### config.mk
export PLATFORM = sky130hd
export DESIGN_NAME = pphd_decode
export DESIGN_NICKNAME = d
export VERILOG_FILES = /design/src/sv/pphd_pkg.sv /design/src/sv/pphd_decode.sv
export SDC_FILE = /design/constraint.sdc
export NUM_CORES = 1
export LEC_CHECK = 0
export BUFFER_PORTS_ARGS = -buffer_cell sky130_fd_sc_hd__buf_2
export CELL_PAD_IN_SITES_DETAIL_PLACEMENT = 1
export CELL_PAD_IN_SITES_GLOBAL_PLACEMENT = 1
export CORE_MARGIN = 3
export CORE_UTILIZATION = 17
export DETAILED_ROUTE_END_ITERATION = 12
export GPL_TIMING_DRIVEN = 0
export PLACE_DENSITY = 0.9
export RECOVER_POWER = 25
export SETUP_SLACK_MARGIN = 0.3
export SYNTH_ARGS = -nofsm -noshare
export SYNTH_HDL_FRONTEND = slang
export SYNTH_SLANG_ARGS = --single-unit
export TNS_END_PERCENT = 10
### constraint.sdc
create_clock -name vclk -period 1.07
set_input_delay 0.0535 -clock vclk [all_inputs]
set_output_delay 0.0535 -clock vclk [all_outputs]
set_load 0.05 [all_outputs]
### src/sv/pphd_pkg.sv
`timescale 1ns / 1ps
// ----------------------------------------------------------------------------
// pphd_pkg
// Shared types and constants for the planar pixel HAM decoder.
// ----------------------------------------------------------------------------
package pphd_pkg;

  localparam int CODE_W     = 24;
  localparam int MAX_PLANES = 24;
  localparam int LIMIT_W    = 9;

  // opcodes
  localparam logic OP_DECODE = 1'b0;
  localparam logic OP_WRITE  = 1'b1;

  // pixel modes
  localparam logic [1:0] MODE_MAPPED = 2'd0;
  localparam logic [1:0] MODE_HAM    = 2'd1;
  localparam logic [1:0] MODE_DIRECT = 2'd2;

  // HAM control bits (code bits 5:4)
  localparam logic [1:0] HAM_PALETTE = 2'd0;
  localparam logic [1:0] HAM_BLUE    = 2'd1;
  localparam logic [1:0] HAM_RED     = 2'd2;
  localparam logic [1:0] HAM_GREEN   = 2'd3;

  // config register indexes
  localparam logic [1:0] REG_PIXEL_MODE  = 2'd0;
  localparam logic [1:0] REG_MAP_ENTRIES = 2'd1;
  localparam logic [1:0] REG_PLANE_COUNT = 2'd2;

  localparam logic [4:0] PLANE_COUNT_RST = 5'd6;

  typedef struct packed {
    logic        opcode;
    logic [23:0] pixel_code;
    logic [7:0]  entry_index;
    logic [7:0]  entry_red;
    logic [7:0]  entry_green;
    logic [7:0]  entry_blue;
  } pphd_in_t;

  typedef struct packed {
    logic [7:0] out_red;
    logic [7:0] out_green;
    logic [7:0] out_blue;
    logic [7:0] colour_index;
    logic       is_indexed;
    logic       index_out_of_range;
  } pphd_out_t;

  typedef struct packed {
    logic [7:0] red;
    logic [7:0] green;
    logic [7:0] blue;
  } pphd_rgb_t;

  typedef struct packed {
    logic      load;
    pphd_rgb_t rgb;
  } pphd_held_upd_t;

endpackage

### src/sv/pphd_decode.sv
`timescale 1ns / 1ps
// ----------------------------------------------------------------------------
// pphd_decode
// Per-word decode logic: mapped, HAM and direct modes plus held colour update.
// ----------------------------------------------------------------------------
module pphd_decode
  import pphd_pkg::*;
(
  input  pphd_in_t             item,
  input  logic [23:0]          palette_rgb,
  input  pphd_rgb_t            held,
  input  logic [1:0]           pixel_mode,
  input  logic [LIMIT_W-1:0]   limit,
  output logic                 produce,
  output pphd_out_t            result,
  output pphd_held_upd_t       held_upd
);

  logic [7:0] nib2;
  pphd_rgb_t  ham_rgb;

  assign nib2 = {item.pixel_code[3:0], item.pixel_code[3:0]};

  always_comb begin
    ham_rgb = held;
    unique case (item.pixel_code[5:4])
      HAM_PALETTE: ham_rgb = palette_rgb;
      HAM_BLUE:    ham_rgb.blue  = nib2;
      HAM_RED:     ham_rgb.red   = nib2;
      HAM_GREEN:   ham_rgb.green = nib2;
      default:     ham_rgb = held;
    endcase
  end

  always_comb begin
    produce  = (item.opcode == OP_DECODE);
    result   = '0;
    held_upd = '0;
    if (item.opcode == OP_WRITE) begin
      // writing entry 0 also seeds the held colour
      held_upd.load = (item.entry_index == 8'd0);
      held_upd.rgb  = '{red: item.entry_red, green: item.entry_green,
                        blue: item.entry_blue};
    end else begin
      unique case (pixel_mode)
        MODE_HAM: begin
          held_upd.load    = 1'b1;
          held_upd.rgb     = ham_rgb;
          result.out_red   = ham_rgb.red;
          result.out_green = ham_rgb.green;
          result.out_blue  = ham_rgb.blue;
        end
        MODE_DIRECT: begin
          result.out_red   = item.pixel_code[23:16];
          result.out_green = item.pixel_code[15:8];
          result.out_blue  = item.pixel_code[7:0];
        end
        default: begin
          // mapped mode (mode 3 decodes the same way)
          result.colour_index       = item.pixel_code[7:0];
          result.is_indexed         = 1'b1;
          result.index_out_of_range =
            (item.pixel_code >= {{(CODE_W-LIMIT_W){1'b0}}, limit});
        end
      endcase
    end
  end

endmodule

==> results.md, run 1 <==
- The flow ran to the end, but the final reports show violations.
- The checks that failed: negative setup slack.
- The floorplan has 32 rows.
- Of all nets on the critical path, the largest fanout is 6.
- After filler insertion, the fill cell instance count of the layout stands at 943.
- The overall routed net length is about 10000 µm.
- The synthesized instance count is about 250.
- In this run the tightest slew margin relative to its limit is 59.3%.
- The setup-violating endpoint count in the final report is 49.
- Clock buffers in the final layout number 0.
- The overall global routing resource usage is 20.5%.
- The quantity of hold-fixing buffers added after cts is 0.
- Routability-driven placement finished with a final weighted congestion of 0.876.
- For this configuration, the core starts out at a cell density of between 10% and 20%.
- The setup slack of the critical path after layout is -0.437 ns.
- The flip-flop and latch count is 0.
- The number of buffers and inverters on the critical path is 6.
- The placed wire-length estimate after detailed placement is 8200 µm.
- The cell area after placement is 0.00300 mm².
- The sequential cells in the finished layout cover a total of 0 µm².
- When the netlist entered floorplanning its net count stood at 377.
- The number of hold violations in the final report is 0.
- The number of port buffers is ~180.
- The number of nets at the end of the flow is approximately 560.
- The maximum resistive drop on vdd is between 0.2 and 0.25 mV.
- The die is 97.0 µm tall.
- The first-pass iteration count of the detailed router is 4.
- The final count of pins violating max slew is 0.
- The arrival time of the worst setup path is around 1.5 ns.
- The number of antenna violations at the first check in global routing came to 0.
- The sum of negative setup slack is -17.39 ns.
- With fillers left out, the area of the finished cells amounts to 0.00373 mm².
- In the post-synthesis netlist, the biggest area contributors are sky130_fd_sc_hd__nand2_1, sky130_fd_sc_hd__a221o_1, sky130_fd_sc_hd__ha_1.
- The transition time of the tightest slew-check pin is 0.610 ns.
- For this run, the number of Yosys warnings is 0.
- Dividing the detail-routed via count by the number of cells gives 5.03.
- The number of antenna diodes in the final layout is 0.
- Summed over all cells, the static leakage comes to 1.67 nW.
- The per-cell routed wire length is approximately 20 µm.
- The synthesized area per cell is 5.72 µm².
- The number of global-route vias before repair came to 2900.
- Leaving out fill and tap cells, the most frequent cells in the layout are sky130_fd_sc_hd__buf_2, sky130_fd_sc_hd__nand2_1, sky130_fd_sc_hd__buf_6.
- The data required time at the worst endpoint is 1.02 ns.
- In this run the worst setup path begins at item[36].
- Walking the worst path, the cells encountered are buf_12 -> inv_12 -> ha_4 -> buf_8 -> buf_6 -> buf_8 -> nand2_1 -> a221o_1 -> a21oi_4 -> buf_6.
- Summing every instance area after synthesis gives 0.00141 mm².
- The dominant delay contributor by cell family on the critical path is buffers and inverters.
- The startpoint identified for the worst hold timing path is item[0].
- The footprint of the multi-input gates is 0.00187 mm².
- For this design the top-level I/O count stands at 176.
- The internal power contribution is 815 µW.
- The nature of the critical path endpoint is an output pin.
- The top cell type by area accounts for roughly 20% of the synthesized area.
- The area growth from synthesis to final layout is 165%.
- Across all hold checks on the routed design, the worst slack comes to 0.464 ns.
- The end-of-flow core utilization is a little under half.
- The total power divided by cell area is roughly 540 mW/mm².
- The type of the setup path with the least slack is in -> out.
- The clock period minus worst slack is 1.51 ns.
- The tightest min-delay check is of the in -> out type.
- The first routing iteration left 78 violations.
- The tool flagged a number of max-cap violations equal to 0.
- Setup repair after global routing could not meet its margin everywhere.
- The die covers around 0.0094 mm².
- The reported net switching power is about 1.2 mW.
- The pin count of the biggest net entering global routing is 11.
- The register share of total power is 0%.
- Of the synthesized area, sequential elements account for 0%.
- The die is 97.0 µm wide.
- The dominant cell type by area after synthesis is sky130_fd_sc_hd__nand2_1.
- The fraction of layout instances using a drive strength above 1 is 68.2%.
- The global route total overflow is 0.
- The number of different library cells used by synthesis comes to 23.
- The clock share of power is 0%.
- The fraction of power spent switching nets is roughly three fifths.
- The remaining antenna violation count after routing is 0.
- The highest clock frequency the design can meet is 663 MHz.
- The longest individual stage delay on the worst path is 0.38 ns.
- The total area inside the core boundary comes to roughly 0.008 mm².
- In the finished design, the share of the clock period the worst path needs comes to 141%.
- The leading cell type in the layout, fill and taps excluded is sky130_fd_sc_hd__buf_2.
- The startpoint class of the critical path is an input pin.
- In the routed design, unresolved DRC markers number 0.
- The portion of total power attributed to combinational logic is 100.0%.
- The first global-routing pass estimated 15600 µm of wire.
- For this design, the slowest cell found on the critical path is sky130_fd_sc_hd__a221o_1.
- The routed layout has 2668 vias.
==> Yosys cell counts <==
library cell	count
sky130_fd_sc_hd__clkbuf_1	9
sky130_fd_sc_hd__o21ai_1	9
sky130_fd_sc_hd__and3_1	1
sky130_fd_sc_hd__nor2_1	1
sky130_fd_sc_hd__ha_1	15
sky130_fd_sc_hd__buf_6	2
sky130_fd_sc_hd__and2_1	16
sky130_fd_sc_hd__nor4_1	6
sky130_fd_sc_hd__nor2b_1	2
sky130_fd_sc_hd__o21ai_0	18
sky130_fd_sc_hd__a2111oi_2	1
sky130_fd_sc_hd__inv_1	23
sky130_fd_sc_hd__nand2_1	73
sky130_fd_sc_hd__o211ai_1	1
sky130_fd_sc_hd__a21oi_1	30
sky130_fd_sc_hd__a31o_2	1
sky130_fd_sc_hd__nand4_1	2
sky130_fd_sc_hd__buf_2	7
sky130_fd_sc_hd__nand3_1	1
sky130_fd_sc_hd__clkinv_1	1
sky130_fd_sc_hd__a221o_1	24
sky130_fd_sc_hd__or2_1	1
sky130_fd_sc_hd__nor2_4	2
==> routing by layer <==
layer	part of all wire, %	routed length [µm]	global-route usage, %	vias to the layer above
li1	-	-	-	1237
met1	38	3980	23.5	1292
met5	0	0	0	-
met3	7.0	728	2.81	8
met2	54	5630	41.3	131
met4	0.66	69	0.864	0
==> path summary, 6_finish.rpt <==
path / endpoint / cells after the start / slack [ns]
worst max-delay path: result[21] / 10 / -0.44
worst min-delay path: held_upd[0] / 4 / 0.46
==> kinds of logic after synthesis <==
kind of cell,count (synthesis),synth area share [%]
buffers and inverters,42,12.9
adders and majority gates,15,13.3
AOI/OAI and AO/OA,84,39.6
and+or+nand+nor,105,34.2
==> timing repair <==
action / CTS / global route
setup buffers: 5 / 1
gates cloned: 1 / 0
pin swaps: 27 / 21
setup endpoints to repair: 60 / 60
resized for setup: 159 / 37
==> power by group through the flow <==
stage | Clock [mW] | Combinational (mW) | Sequential (mW)
after floorplan | 0 | 1.14 | 0
after global placement | 0 | 1.64 | 0
final | 0 | 2.03 | 0
after CTS | 0 | 1.97 | 0
after global routing | 0 | 2.13 | 0
after detailed placement | 0 | 1.68 | 0
==> final cells by class <==
class,count,share of cell area (%)
Buffer,18,5.00
Inverter,24,3.29
Multi-Input combinational cell,204,50.2
Tap cell,102,3.43
Timing Repair Buffer,182,38.0
==> through the flow <==
step / instances / worst slack, ns / total power [mW]
finish: 530 / -0.437 / 2.03
global placement: 523 / -0.670 / 1.64
detailed placement: 523 / -0.684 / 1.68
global route: 530 / -0.488 / 2.13
floorplan: 246 / -0.226 / 1.14
CTS: 529 / -0.483 / 1.97
Power figures use the tool's default switching activity.
==> run 2: changes to the inputs <==
--- a/config.mk
+++ b/config.mk
@@ -18,4 +18,3 @@
 export SYNTH_ARGS = -nofsm -noshare
 export SYNTH_HDL_FRONTEND = slang
 export SYNTH_SLANG_ARGS = --single-unit
-export TNS_END_PERCENT = 10
==> results.md, run 2 (same netlist as run 1, synthesis figures left out) <==
- In this run the most critical hold path is launched from item[23].
- The per-cell routed wire length is 20.7 µm (+5.2%).
- Setup repair after global routing could not meet its margin everywhere.
- The library cell used most frequently in the layout, excluding fill and tap cells, is sky130_fd_sc_hd__buf_2.
- The cell area after placement is 0.00325 mm² (+8.4%).
- The library cells used most frequently in the layout, excluding fill and tap cells, are sky130_fd_sc_hd__buf_2, sky130_fd_sc_hd__nand2_1, sky130_fd_sc_hd__buf_6.
- The routed via count divided by cell count came to 5.03 (-0.15%).
- The area of the placeable core is 0.00789 mm² (unchanged).
- The number of fillers in the final layout is 935 (-0.85%).
- The setup-violating endpoint count in the final report was 49 (unchanged).
- The instance count after placement with tap cells included came to 523 (unchanged).
- The number of maximum-capacitance constraint violations is 0 (unchanged).
- The count of vias placed by the detailed router came to 2679 (+0.41%).
- The type of the setup path with the least slack is in -> out.
- The routability congestion estimate from global placement is 0.900 (+2.8%).
- The worst hold path depth is 4 (unchanged).
- The startpoint class of the critical path is an input pin.
- The met3 routed wirelength was 691 µm (-5.1%).
- The placed wire-length estimate after detailed placement is 8390 µm (+2.3%).
- The width of the die is 97.0 µm (unchanged).
- The checks that failed: negative setup slack.
- The quantity of hold-fixing buffers added after cts is 0 (unchanged).
- The initial core utilization came to 17.8% (unchanged).
- The setup slack of the critical path after layout came to -0.413 ns (+0.0242 ns).
- The number of placement rows is 32 (unchanged).
- The highest clock frequency the design can meet is 674 MHz (+1.6%).
- The height of the chip is 97.0 µm (unchanged).
- The antenna diode count is 0 (unchanged).
- The leakage component of the power came to 1.73 nW (+3.5%).
- The number of global-route vias before repair was 3103 (+7.0%).
- The worst hold path terminates at held_upd[23].
- The number of nets at the end of the flow is 564 (+0.53%).
- The overall global routing resource usage is 22.1% (+1.7 points).
- The die outline area is 0.00940 mm² (unchanged).
- The longest individual stage delay on the worst path came to 0.42 ns (+0.04 ns).
- The maximum resistive drop on vdd was 0.238 mV (+13%).
- The non-filler instance count after layout was 533 (+0.57%).
- The wire length the detailed router placed on met1 is 4110 µm (+3.4%).
- The global-route wire length before repair came to 16700 µm (+7.1%).
- The critical path goes through buf_12 -> inv_12 -> ha_4 -> buf_6 -> a21oi_2 -> a221o_1 -> o21ai_4 -> buf_8.
- The clock period minus worst slack is 1.48 ns (-0.0242 ns).
- The total power divided by cell area is 545 mW/mm² (about the same).
- The worst slew margin relative to its limit is 57.2% (-2.2 points).
- The global route total overflow is 0 (unchanged).
- The first-pass iteration count of the detailed router came to 4 (unchanged).
- The remaining antenna violation count after routing is 0 (unchanged).
- The arrival time of the worst setup path is 1.43 ns (-0.02 ns).
- The starting DRC count in detailed routing is 65 (-17%).
- The top-level I/O count is 176 (unchanged).
- The clock buffer count came to 0 (unchanged).
- Routed signal wires occupy layers up through met4.
- The maximum fanout along the worst path is 6 (unchanged).
- In this run the worst hold path is classified as in -> out.
- The share of the clock period used by the worst path after layout was 139% (-2.3 points).
- The area growth from synthesis to final layout is 181%.
- The number of antenna violations at the first check in global routing is 0 (unchanged).
- The sequential cell area in the final layout is 0 µm² (unchanged).
- The DRC violation count after routing was 0 (unchanged).
- The transition time of the tightest slew-check pin came to 0.643 ns (+0.0328 ns).
- The slowest stage of the critical path is the sky130_fd_sc_hd__a221o_1 cell.
- The pin count of the biggest net entering global routing came to 11 (unchanged).
- The nature of the critical path endpoint is an output pin.
- The flow ran to the end, but the final reports show violations.
- The overall routed net length is 11000 µm (+5.8%).
- The final count of pins violating max slew was 0 (unchanged).
- The number of port buffers came to 175 (unchanged).
- The total length of routed met2 wires was 5960 µm (+5.8%).
- The fraction of layout instances using a drive strength above 1 came to 70.8% (+2.5 points).
- The final non-filler cell area was 0.00396 mm² (+6.2%).
- The flip-flop and latch count came to 0 (unchanged).
- The data required time at the worst endpoint is 1.02 ns (about the same).
- The number of hold violations in the final report is 0 (unchanged).
[run 2: cell count changes in the layout (fill, tap and decap cells not counted), moves of 3 or more]
| cell | before | now |
|---|---|---|
| sky130_fd_sc_hd__a21oi_2 | 7 | 2 |
| sky130_fd_sc_hd__a21oi_4 | 21 | 25 |
| sky130_fd_sc_hd__buf_12 | 5 | 8 |
| sky130_fd_sc_hd__buf_2 | 113 | 109 |
| sky130_fd_sc_hd__buf_4 | 8 | 11 |
| sky130_fd_sc_hd__buf_6 | 49 | 43 |
| sky130_fd_sc_hd__buf_8 | 16 | 21 |
| sky130_fd_sc_hd__o21ai_2 | 5 | 2 |
| sky130_fd_sc_hd__o21ai_4 | 20 | 24 |
[run 2: area by class of cell]
| cell class | count | area (µm²) | share of cell area (%) |
|---|---|---|---|
| plain buffers | 18 | 214 | 5.40 |
| inverters | 24 | 150 | 3.79 |
| multi-input cells | 204 | 1990 | 50.3 |
| well taps | 102 | 128 | 3.22 |
| repair buffers | 185 | 1480 | 37.3 |
[run 2: metal layers]
metal | up-vias | track usage (%)
li1 | 1240 | -
met1 | 1296 | 24.8
met2 | 126 | 43.2
met3 | 17 | 3.39
met4 | 0 | 4.97
met5 | - | 0
[run 2: worst max-delay path, delay by kind of cell]
| family | cells | cell delay [ns] |
|---|---|---|
| buffers and inverters | 4 | 0.43 |
| AOI/OAI and AO/OA | 3 | 0.65 |
| adders and majority gates | 1 | 0.28 |
[run 2: timing repair]
item	CTS	global route
cloned	2	0
endpoints found under the hold margin	0	0
gates resized for setup	160	25
endpoints found under the setup margin	60	60
pin swaps	33	24
setup buffers	7	1
[run 2: report_power, final]
group | internal (mW) | leakage, nW | switching (mW)
registers | 0 | 0 | 0
clock network | 0 | 0 | 0
logic | 0.885 | 1.73 | 1.27
total | 0.885 | 1.73 | 1.27
[run 2: worst max path at each step]
stage               startpoint  cells after the start           end  slack [ns]
floorplan             item[36]                      6    result[20]       -0.23
global placement      item[36]                      8    result[25]       -0.67
detailed placement    item[36]                      8    result[25]       -0.69
CTS                   item[37]                      9   held_upd[8]       -0.39
global route          item[37]                      8  held_upd[14]       -0.46
finish                item[37]                      8  held_upd[14]       -0.41
[run 2: through the flow]
| step | power, mW | setup TNS (ns) | hold slack [ns] | setup WS (ns) | util (%) |
|---|---|---|---|---|---|
| floorplan | 1.25 | -6.14 | 0.300 | -0.226 | - |
| global placement | 1.76 | -29.86 | 0.514 | -0.671 | 41.2 |
| detailed placement | 1.80 | -30.95 | 0.526 | -0.691 | 41.2 |
| CTS | 2.09 | -16.26 | 0.457 | -0.395 | 48.7 |
| global route | 2.27 | -19.45 | 0.482 | -0.462 | 50.2 |
| finish | 2.16 | -16.34 | 0.459 | -0.413 | 50.2 |
